===== config.mk =====
export PLATFORM = sky130hd
export DESIGN_NAME = fra_isqrt
export DESIGN_NICKNAME = d
export VERILOG_FILES = /design/src/design/fra_isqrt.sv
export SDC_FILE = /design/constraint.sdc
export NUM_CORES = 2
export LEC_CHECK = 0
export BUFFER_PORTS_ARGS = -buffer_cell sky130_fd_sc_hd__clkbuf_2
export CAP_MARGIN = 20
export CORE_ASPECT_RATIO = 2
export CORE_MARGIN = 2
export CORE_UTILIZATION = 40
export DETAILED_ROUTE_END_ITERATION = 16
export PLACE_DENSITY = 0.65
export SYNTH_ARGS = -nofsm -noshare
export SYNTH_HDL_FRONTEND = slang
export SYNTH_SLANG_ARGS = --single-unit

===== constraint.sdc =====
create_clock -name clk -period 5.3 [get_ports clk]
set_input_delay 0.795 -clock clk [delete_from_list [all_inputs] [get_ports clk]]
set_output_delay 0.795 -clock clk [all_outputs]
set_load 0.01 [all_outputs]

===== src/design/fra_isqrt.sv =====
// ----------------------------------------------------------------------------
// fra_isqrt
// Pipelined integer square root, one result bit per stage, with a sideband
// that travels alongside.
// ----------------------------------------------------------------------------
module fra_isqrt #(
  parameter int RootW = 30,
  parameter int SideW = 1
) (
  input  logic               clk,
  input  logic               rst,
  input  logic               en,
  input  logic               in_valid,
  input  logic [2*RootW-1:0] in_rad,
  input  logic [SideW-1:0]   in_side,
  output logic               out_valid,
  output logic [RootW-1:0]   out_root,
  output logic [SideW-1:0]   out_side
);

  localparam int RadW = 2 * RootW;
  localparam int RemW = RootW + 2;

  logic             vld  [RootW];
  logic [RadW-1:0]  rad  [RootW];
  logic [RemW-1:0]  rem  [RootW];
  logic [RootW-1:0] root [RootW];
  logic [SideW-1:0] side [RootW];

  for (genvar g = 0; g < RootW; g++) begin : g_step
    logic             pv;
    logic [RadW-1:0]  prad;
    logic [RemW-1:0]  prem;
    logic [RootW-1:0] proot;
    logic [SideW-1:0] pside;
    logic [RemW-1:0]  shifted;
    logic [RemW-1:0]  trial;
    logic             ge;

    if (g == 0) begin : g_first
      assign pv    = in_valid;
      assign prad  = in_rad;
      assign prem  = '0;
      assign proot = '0;
      assign pside = in_side;
    end else begin : g_next
      assign pv    = vld[g-1];
      assign prad  = rad[g-1];
      assign prem  = rem[g-1];
      assign proot = root[g-1];
      assign pside = side[g-1];
    end

    assign shifted = {prem[RemW-3:0], prad[RadW-1 -: 2]};
    assign trial   = {proot, 2'b01};
    assign ge      = shifted >= trial;

    always_ff @(posedge clk) begin
      if (rst) begin
        vld[g] <= 1'b0;
      end else if (en) begin
        vld[g] <= pv;
      end
    end

    always_ff @(posedge clk) begin
      if (en) begin
        rad[g]  <= prad << 2;
        rem[g]  <= ge ? shifted - trial : shifted;
        root[g] <= {proot[RootW-2:0], ge};
        side[g] <= pside;
      end
    end
  end

  assign out_valid = vld[RootW-1];
  assign out_root  = root[RootW-1];
  assign out_side  = side[RootW-1];

endmodule


# Word-level counts from Yosys, hierarchy flattened

Memory sizes are Yosys's and may differ from the RTL's.
Cells that the tools add are included.

Flip-flop bits (word level): 0
Memory bits (writable): 3,660
Output and inout port bits: 32
Word-level logic and storage cells: 161
Memories kept: 5

Memory list:

| name | words | bits a word | rd ports | clocked after Yosys merged registers in | write ports | RTL line | source |
|---|---|---|---|---|---|---|---|
| rad  | 30    | 58          | 29       | 0                                       | 30          | 25       | `logic [RadW-1:0] rad [RootW];` |
| rem  | 30    | 32          | 29       | 0                                       | 30          | 26       | `logic [RemW-1:0] rem [RootW];` |
| root | 30    | 30          | 30       | 0                                       | 30          | 27       | `logic [RootW-1:0] root [RootW];` |
| side | 30    | 1           | 30       | 0                                       | 30          | 28       | `logic [SideW-1:0] side [RootW];` |
| vld  | 30    | 1           | 30       | 0                                       | 30          | 24       | `logic vld [RootW];` |

Add/sub/neg operators: 30
$lt $le $gt $ge: 30
Multiplexer cells: 66
Bitwise gates (word level): 30

Operators by type and width:

| operator            | count |
|---|---|
| $mux 32             | 30 |
| $ge 32x32->1        | 29 |
| $sub 32x32->32      | 29 |
| $mux 1              | 36 |
| $or 1x1->1          | 30 |
| $sub 2x1->3 const B | 1 |
| $ge 2x1->1 const B  | 1 |

# Longest topological paths before layout

Depth after elaboration: 4
Mapped depth: 14

# Worst setup path before layout

No wires, ideal clock.

Kind: register to register
Start point: memory rem[1][160] (netlist bit)
End point: memory rem[1][214] (netlist bit) (data pin)
Library setup time: 260 ps
Data arrival time: 2,938 ps
Data required time: 5,040 ps
Setup slack: 2,102 ps
Cell stages (with the launch flop): 12
Path buffers: 1
Clock period less this slack: 3,198 ps
Cells stage by stage: edfxtp_1 ha_1 nor2b_1 o21ai_0 nand2b_1 a211o_1 a211oi_2 o21ai_1 a2111oi_1 buf_2 inv_1 mux2_2

RTL lines:

| item            | RTL line |
|---|---|
| start, declared | 26 |

==> reports/summary.txt <==
wirelength, routed = 241,000 µm
FMAX = 230 MHz
Fill cells = 22,500
Final Hold Fails = 0
register area share after synthesis = 65.2%
Synth-to-Final Area Change = 11.9%
final setup violation count = 0
Max VDD drop = 0.318 mV
WL/cell = 20.8 µm
layout cells sized above 1 = 8.48%
worst-case clock buffer depth = 4
Worst setup EP type = flip-flop
worst min-delay path class = input pin to flip-flop
vias in the first global route = 65,300
Core Area = 255,000 µm²
DRT iter0 DRCs = 3,302
Tot GR Track Use = 18.2%
DR DRC count = 0
Port Buffers = 96
Tcrit/Tclk final = 82.0%
clk sinks = 2,223
Slew HR = 15.4%
Comb power frac = 22.9%
Leakage = 43.4 nW
final core occ = 45.0%
worst slew pin tran = 1.26 ns
Top Ports = 97
Rows = 262
pin count of the biggest net entering global routing = 140
flops & latches, synth = 2,223
Layout Skew = 0.0827 ns
die width = 362 µm
Pint = 35.4 mW
Synth Net Count = 8,299
critical path peak fanout = 5
setup slack, reg-to-reg = 0.95 ns
Post-Place Cells = 11,100
Avg Synthesized Cell Area = 13.2 µm²
Starting Density = 40.2%
Die Area = 260,000 µm²
final layout net count = 8,604
RSZ-0062 raised after global routing = no
Clk pwr share = 29.7%
Psw = 15.0 mW
CTS tree = built
Worst Setup Start Kind = flip-flop
Pwr Density = 440 nW/µm²
ys async rst share = 0%
Final Max Slew Viols = 0
max_cap viols = 0
Skew-Pair Late Insertion Delay = 0.90 ns
GPL Wtd Cong = 1.01
Post-Syn Area = 102,000 µm²
initial antenna violation count = 9
CTS root buf = clkbuf_16
via count = 61,500
Remaining Overflow, GRT = 0
switching share of power = 29.8%
commonest cells after routing, fill and taps aside = 2,223 x edfxtp_1, 612 x inv_1, 497 x ha_1, 487 x nand2_1, 479 x nor2_1
global-route wire length before repair = 363,000 µm
status = finished clean
post-synthesis cell type count = 88
First-pass DRT Iterations = 5
prevailing post-synth register cell = edfxtp_1
CP Class = flip-flop to flip-flop
Reg power frac = 47.4%
TritonCTS buffer count = 209
Final HPWL DP = 179,000 µm
Worst-path clk slew = 0.07 ns
Die Y = 719 µm
H-Tree Level Count = 4
Post-CTS Setup Bufs = 0
minimum clock period = 4.35 ns
non-filler cells, final = 11,500
crit path DAT = 4.95 ns
vias per cell = 5.33
cells after synthesis = 7,737
Ys Warns = 0
EDFF count, synth = 2,223
critical path data required time = 5.91 ns
Hold WS = 0.0744 ns
sum of negative setup slack = 0 ns
remaining antenna violation count = 0
most common cell after layout, fill and taps aside = edfxtp_1
==> state kept, by name, summed over array words and instances, names as in the netlist <==
| register | flops |
|---|---|
| rem | 828 |
| side | 30 |
| vld | 30 |
| rad | 870 |
| root | 465 |
==> path summary, 6_finish.rpt <==
path	cells after the start	end	startpoint
setup / recovery	13	rem[1][347]$_DFFE_PP_	rem[1][289]$_DFFE_PP_
hold / removal	1	rad[0][26]$_DFFE_PP_	in_rad[26]
hold reg to reg	0	root[1][47]$_DFFE_PP_	root[1][16]$_DFFE_PP_
setup reg to reg	13	rem[1][347]$_DFFE_PP_	rem[1][289]$_DFFE_PP_
==> metal layers <==
metal,global-route usage [%],share of wire (%),up-vias
li1,-,-,29300
met5,0,0,-
met4,16.4,10,0
met3,2.49,2.9,831
met2,38.5,59,1304
met1,13.2,27,30100
==> critical path: stages, from the launching register on <==
cell      delay (ns)
edfxtp_1        0.39
ha_1            0.48
o211ai_1        0.20
a21oi_1         0.39
o31ai_1         0.24
o21ai_0         0.87
a31oi_1         0.24
buf_4           0.22
a31o_2          0.26
o21ai_0         0.21
xnor2_1         0.17
buf_4           0.13
o21ai_0         0.09
buf_4           0.21
==> synth_stat cells (all sizes together), types with 48 or more instances <==
cell type  number  share of area, %
edfxtp       2223                65
inv           612               2.2
ha            497               6.1
nand2         487               1.8
nor2          479               1.8
a21oi         467               2.3
o21ai         395               1.9
xnor2         380               3.3
xor2          321               2.7
a21o          189               1.4
nor3          178              0.87
nand3         132              0.65
mux2          113               1.2
o21a          105              0.77
clkbuf        100              0.37
nor4           85              0.58
nor2b          78              0.48
nand2b         77              0.47
nand4          77              0.47
or3            72              0.44
and2           58              0.35
and3           50              0.31
a211oi         48              0.37
==> what timing repair did <==
| action | CTS | global route |
|---|---|---|
| resized for setup | 0 | 0 |
| endpoints found under the hold margin | 15 | 0 |
| hold buffers | 15 | 0 |
==> cell type report <==
cell class / count / area [µm²] / area share, %
diodes: 37 / 92.6 / 0.0808
clock buffers: 233 / 5380 / 4.70
clock inverters: 143 / 1290 / 1.13
inverters: 612 / 2300 / 2.01
multi-input cells: 4774 / 32900 / 28.7
flip-flops and latches: 2223 / 66800 / 58.3
well taps: 3300 / 4130 / 3.60
repair buffers: 222 / 1710 / 1.49
==> cell families after synthesis <==
kind of cell    after synthesis  synth area share [%]
buf+inv                     740                  2.73
other cells                   1               0.00366
xor+xnor                    701                  6.00
flops                      2223                  65.2
mux                         121                  1.32
fa+ha+maj                   497                  6.07
simple gates               1933                  9.38
compound gates             1521                  9.29
==> power groups by stage <==
stage | combinational [mW] | sequential (mW) | clock, mW
final | 11.5 | 23.9 | 15.0
after global routing | 12.6 | 24.1 | 16.0
after CTS | 11.6 | 23.9 | 15.5
after detailed placement | 11.5 | 24.3 | 0
after global placement | 11.2 | 24.2 | 0
after floorplan | 7.91 | 23.5 | 0
==> per-stage QoR <==
stage | cell area [µm²] | setup slack, ns | power (mW)
6_report | 115000 | 0.952 | 50.4
5_1_grt | 115000 | 0.842 | 52.8
4_1_cts | 114000 | 0.961 | 50.9
3_5_place_dp | 108000 | 0.987 | 35.7
3_3_place_gp | 108000 | 0.213 | 35.4
2_1_floorplan | 102000 | 2.10 | 31.4
No activity file was read; power rests on OpenSTA's default activity.
