<file path="config.mk">
export PLATFORM = sky130hd
export DESIGN_NAME = fra_div
export DESIGN_NICKNAME = d
export VERILOG_FILES = /design/src/design/fra_div.sv
export SDC_FILE = /design/constraint.sdc
export NUM_CORES = 1
export LEC_CHECK = 0
export BUFFER_PORTS_ARGS = -buffer_cell sky130_fd_sc_hd__clkbuf_2
export CELL_PAD_IN_SITES_DETAIL_PLACEMENT = 1
export CELL_PAD_IN_SITES_GLOBAL_PLACEMENT = 2
export CORE_UTILIZATION = 46
export DETAILED_ROUTE_END_ITERATION = 10
export PLACE_DENSITY_LB_ADDON = 0.1
export SYNTH_ARGS = -nofsm -noshare
export SYNTH_HDL_FRONTEND = slang
export SYNTH_SLANG_ARGS = --single-unit
</file>
<file path="constraint.sdc">
create_clock -name clk -period 4.6 [get_ports clk]
set_input_delay 0.46 -clock clk [delete_from_list [all_inputs] [get_ports clk]]
set_output_delay 0.46 -clock clk [all_outputs]
set_load 0.05 [all_outputs]
</file>
<file path="src/design/fra_div.sv">
// ----------------------------------------------------------------------------
// fra_div
// Pipelined restoring divider, one quotient bit per stage. The caller hands
// in the upper part of the dividend already reduced below the divisor.
// ----------------------------------------------------------------------------
module fra_div #(
  parameter int DenW  = 16,
  parameter int QW    = 17,
  parameter int SideW = 1
) (
  input  logic             clk,
  input  logic             rst,
  input  logic             en,
  input  logic             in_valid,
  input  logic [DenW-1:0]  in_rem,
  input  logic [QW-1:0]    in_lo,
  input  logic [DenW-1:0]  in_den,
  input  logic [SideW-1:0] in_side,
  output logic             out_valid,
  output logic [QW-1:0]    out_quo,
  output logic [SideW-1:0] out_side
);

  logic             vld  [QW];
  logic [DenW-1:0]  rem  [QW];
  logic [QW-1:0]    lo   [QW];
  logic [QW-1:0]    quo  [QW];
  logic [DenW-1:0]  den  [QW];
  logic [SideW-1:0] side [QW];

  for (genvar g = 0; g < QW; g++) begin : g_step
    logic             pv;
    logic [DenW-1:0]  prem;
    logic [QW-1:0]    plo;
    logic [QW-1:0]    pquo;
    logic [DenW-1:0]  pden;
    logic [SideW-1:0] pside;
    logic [DenW:0]    shifted;
    logic [DenW:0]    diff;
    logic             ge;

    if (g == 0) begin : g_first
      assign pv    = in_valid;
      assign prem  = in_rem;
      assign plo   = in_lo;
      assign pquo  = '0;
      assign pden  = in_den;
      assign pside = in_side;
    end else begin : g_next
      assign pv    = vld[g-1];
      assign prem  = rem[g-1];
      assign plo   = lo[g-1];
      assign pquo  = quo[g-1];
      assign pden  = den[g-1];
      assign pside = side[g-1];
    end

    assign shifted = {prem, plo[QW-1]};
    assign diff    = shifted - {1'b0, pden};
    assign ge      = shifted >= {1'b0, pden};

    always_ff @(posedge clk) begin
      if (rst) begin
        vld[g] <= 1'b0;
      end else if (en) begin
        vld[g] <= pv;
      end
    end

    always_ff @(posedge clk) begin
      if (en) begin
        rem[g]  <= ge ? diff[DenW-1:0] : shifted[DenW-1:0];
        lo[g]   <= plo << 1;
        quo[g]  <= {pquo[QW-2:0], ge};
        den[g]  <= pden;
        side[g] <= pside;
      end
    end
  end

  assign out_valid = vld[QW-1];
  assign out_quo   = quo[QW-1];
  assign out_side  = side[QW-1];

endmodule

</file>
Word-level counts from Yosys, hierarchy flattened
Memories as Yosys holds them, arrays and structs flattened.
Cells that the tools add are included.
{ "classes": {"addsub": 17, "order_cmp": 17, "muxes": 40, "bitwise_logic": 17} }
{ "op_table": {"columns": ["operator", "count"], "rows": [
  ["$ge 17x16->1", 17],
  ["$mux 16", 17],
  ["$sub 16x16->16", 17],
  ["$mux 1", 23],
  ["$or 1x1->1", 17]
]} }
{ "word_totals": {"regBits": 0, "mem_bits_rw": 1139, "in_bits": 54, "output_inout_bits": 19, "elab_cells": 97, "mem_count": 6} }
{ "memory_table": {"columns": ["name", "words", "word_bits", "rd", "rd_ports_with_merged_regs", "write_ports", "line_no", "rtl"], "rows": [
  ["quo", 17, 17, 17, 0, 17, "27", "logic [QW-1:0] quo [QW];"],
  ["den", 17, 16, 16, 0, 17, "28", "logic [DenW-1:0] den [QW];"],
  ["lo", 17, 16, 16, 0, 17, "26", "logic [QW-1:0] lo [QW];"],
  ["rem", 17, 16, 16, 0, 17, "25", "logic [DenW-1:0] rem [QW];"],
  ["side", 17, 1, 17, 0, 17, "29", "logic [SideW-1:0] side [QW];"],
  ["vld", 17, 1, 17, 0, 17, "24", "logic vld [QW];"]
]} }

Longest topological paths before layout
{ "logic_depth": {"depth_word": 4, "depth_mapped": 12} }

Worst setup path before layout
Ideal clock, no wire load.
{ "synth_path": {"path_kind": "input-to-reg", "startpoint": "input in_den[1]", "endpoint": "memory rem[0][10], data pin", "setup_time_ps": 260, "t_arrival_ps": 2668, "t_required_ps": 4340, "setup_slack_ps": 1672, "path_stages": 11, "n_path_buf": 2, "path_cell_list": "inv_1 ha_1 nor2b_1 o21ai_0 a21boi_0 o31a_1 o21ai_0 a32o_1 buf_2 buf_4 mux2_2"} }
{ "synth_lines": {"columns": ["element", "line_no", "rtl"], "rows": [
  ["from (decl)", "17", "input logic [DenW-1:0] in_den,"],
  ["to (decl)", "25", null]
]} }

==> results.md <==
- Outcome: completed
- Core area: about 90000 µm²
- Mapped Nets: 3592
- Row cnt: 110
- RSZ-0062 raised after global routing: no
- Final worst-path cycle share: 79.3%
- Layout Nets: roughly 3800
- Clock Skews: 0.0181 ns
- Worst slack, placed: 0.971 ns
- Worst setup margin: 0.952 ns
- Top FF cell, synth: edfxtp_1
- Maximum net fanout on the critical path: 17
- Die height: 304 µm
- Starting density of the core: 46.5%
- Tot Pwr: 0.0318 W
- Hold Slack: about 0.11 ns
- Worst IR Drop VDD: approximately 340 µV
- Final setup vio count: 0
- DRT iter0 DRCs: around 1300
- Total CTS buffers: 92
- Synth Cell Area: 41800 µm²
- Tightest Hold Check Type: in -> reg
- Relative slew slack: 30.3%
- Least-Margin Pin Slew: 1.04 ns
- Initial antenna violation count: 0
- Hold Path Origin: in_valid
- # DRC: 0
- Reg2reg end: rem[0][187]$_DFFE_PP_
- DIE AREA: 92100 µm²
- Leakage dissipation: ~19 nW
- Max-Cap Viols: 0
- Final Hold Viols: 0
- Post-CTS Setup Bufs: 0
- #FFs+latches synth: roughly 840
- Hold endpoint: vld[0]$_DFFE_PP_
- Commonest non-fill, non-tap cell in the layout: edfxtp_1
- Routed Antenna Nets: 0
- Reg2Reg Setup Slack: 0.95 ns
- WL per Instance: 19.9 µm
- Largest net degree at the start of global routing: 123
- Mux share of post-synthesis cell area: between 4 and 5%
- First-pass GRT wire length: 148 mm
- Post-synth EDFFs: roughly 840
- CTS-repair resized insts: 0
- Simple-gate share of the synthesized area: just under 8%
- Pre-antenna DRT Iters: 5
- Critical Path AT: between 4 and 5 ns
- Hold path depth: 2
- Avg Cell Area, Syn: 12.9 µm²
- All-Layer GR Usage: between 20% and 30%
- Util after Layout: 52.3%
- GRT overflow: 0
- XOR/XNOR Fraction of Synth Area: 3.20%
- Htree depth: 3
- CTS Root Cell: clkbuf_16
- Most frequent cells in the layout: 835 x edfxtp_1, 361 x inv_1, 272 x ha_1, 179 x o21ai_0, 171 x nor2_1
- Cells after Synth: about 3300
- Reg clk slew, reported paths: 0.06 ns
- Fmax: 274 MHz
- Layout cells sized above 1: 11.8%
- FFs w/ async S/R, synth: 0%
- GP Congestion: around 0.85
- Fin crit period: approximately 3.6 ns
- Clock Latency Late Sink: between 0.6 and 0.7 ns
- Vias per inst: roughly 5.5
- Synth Area in Compound Gates: a little under an eighth
- Adder-cell area share of the yosys netlist: 8.90%
- Register area share after synthesis: 60.0%
- IO buf count: 72
- Worst EP required: 4.96 ns
- Area delta synth->final: 12.6%
- Kind of critical path: reg -> reg
- Pwr Density: 676 nW/µm²
- CTS sink cnt: 835
- Vias in the first global route: 27100
- CTS max path bufs: 3
- Ports: 73
- DRT Wirelength: 93.3 mm
- Die width: 304 µm
- Post-DP HPWL: 68.9 mm
- CTS tree: built
- Worst R2R Path Depth: 9
- Largest family of logic cells by synthesized area: compound AO/OA/AOI/OAI gates
- CP endpoint kind: register
- Slew Limit Fails: 0
- Critical Path Start Type: register
- Reg-to-Reg Start: rem[0][169]$_DFFE_PP_
- Via count: ~26000
- Warnings from Yosys: 0
- Cell variety after synth: 84
- Setup_tns: 0 ns
==> registers in the layout (all words and copies together) (netlist names) <==
signal	count
lo	136
side	17
vld	17
rem	256
den	256
quo	153
==> cells by family after synthesis <==
| kind of cell | count (synthesis) |
|---|---|
| simple gates | 670 |
| compound gates | 717 |
| xor+xnor | 153 |
| buf+inv | 407 |
| flops | 835 |
| mux | 180 |
| fa+ha+maj | 288 |
==> metrics by stage <==
| step | instances | area (µm²) |
|---|---|---|
| after floorplan | 3250 | 41800 |
| after global placement | 4480 | 43700 |
| after detailed placement | 4480 | 43700 |
| after CTS | 4679 | 47100 |
| after global routing | 4679 | 47100 |
| final | 4680 | 47100 |
==> final cells by class <==
| cell class | count | area (µm²) |
|---|---|---|
| fillers | 9123 | 42900 |
| multi-input cells | 2008 | 15200 |
| repair buffers | 132 | 966 |
| inverters | 362 | 1360 |
| clock inverters | 61 | 679 |
| well taps | 1176 | 1470 |
| diodes | 1 | 2.50 |
| clock buffers | 105 | 2390 |
| flip-flops and latches | 835 | 25100 |
==> metal layers <==
| metal | vias up | global-route usage, % | part of all wire [%] |
|---|---|---|---|
| li1 | 12500 | - | - |
| met3 | 160 | 3.19 | 3.3 |
| met4 | 0 | 6.67 | 2.7 |
| met2 | 339 | 34.6 | 48 |
| met1 | 12700 | 27.2 | 46 |
| met5 | - | 0 | 0 |
==> cells in the mapped netlist, types with 33 or more instances <==
master | number | share of area, %
ha_1 | 272 | 8.1
mux2_2 | 129 | 3.5
o21ai_0 | 180 | 2.2
edfxtp_1 | 835 | 60
xnor2_1 | 96 | 2.0
nor3_1 | 52 | 0.62
a21o_1 | 59 | 1.1
nand2_1 | 162 | 1.5
and2_1 | 33 | 0.49
xor2_1 | 57 | 1.2
a21oi_1 | 161 | 1.9
o21a_1 | 61 | 1.1
inv_1 | 361 | 3.2
nand3_1 | 33 | 0.39
nor2b_1 | 45 | 0.67
nor2_1 | 171 | 1.5
mux2i_1 | 44 | 1.1
nand2b_1 | 40 | 0.60
==> how the worst max path moves through the flow <==
stage          depth (start not counted)                  start                     to  slack (ns)
2_1_floorplan                         11              in_den[1]   rem[0][10]$_DFFE_PP_        1.67
3_3_place_gp                           9  rem[0][169]$_DFFE_PP_  rem[0][187]$_DFFE_PP_        1.14
3_5_place_dp                           9  rem[0][169]$_DFFE_PP_  rem[0][187]$_DFFE_PP_        0.97
4_1_cts                                9  rem[0][169]$_DFFE_PP_  rem[0][187]$_DFFE_PP_        0.97
5_1_grt                                9  rem[0][169]$_DFFE_PP_  rem[0][187]$_DFFE_PP_        0.71
6_report                               9  rem[0][169]$_DFFE_PP_  rem[0][187]$_DFFE_PP_        0.95
==> where the power goes <==
group          switching, W  total (W)  internal [W]
clock network       0.00304    0.00751       0.00446
registers          0.000948     0.0117        0.0108
logic               0.00703     0.0126       0.00555
total                0.0110     0.0318        0.0208
==> repair_timing <==
action | 4_1_cts | 5_1_grt
hold endpoints to repair | 33 | 0
setup endpoints to repair | 0 | 0
hold buffers | 33 | 0
==> worst max-delay path: stages, from the launching register on <==
cell and delay [ns]:
edfxtp_1 0.48, ha_1 0.41, and3_1 0.24, a221oi_1 0.42, o21ai_0 0.29, o41ai_1 0.40
a21o_1 0.15, clkinv_1 0.46, mux2i_1 0.31, o311ai_0 0.20
Power figures use the tool's default switching activity.
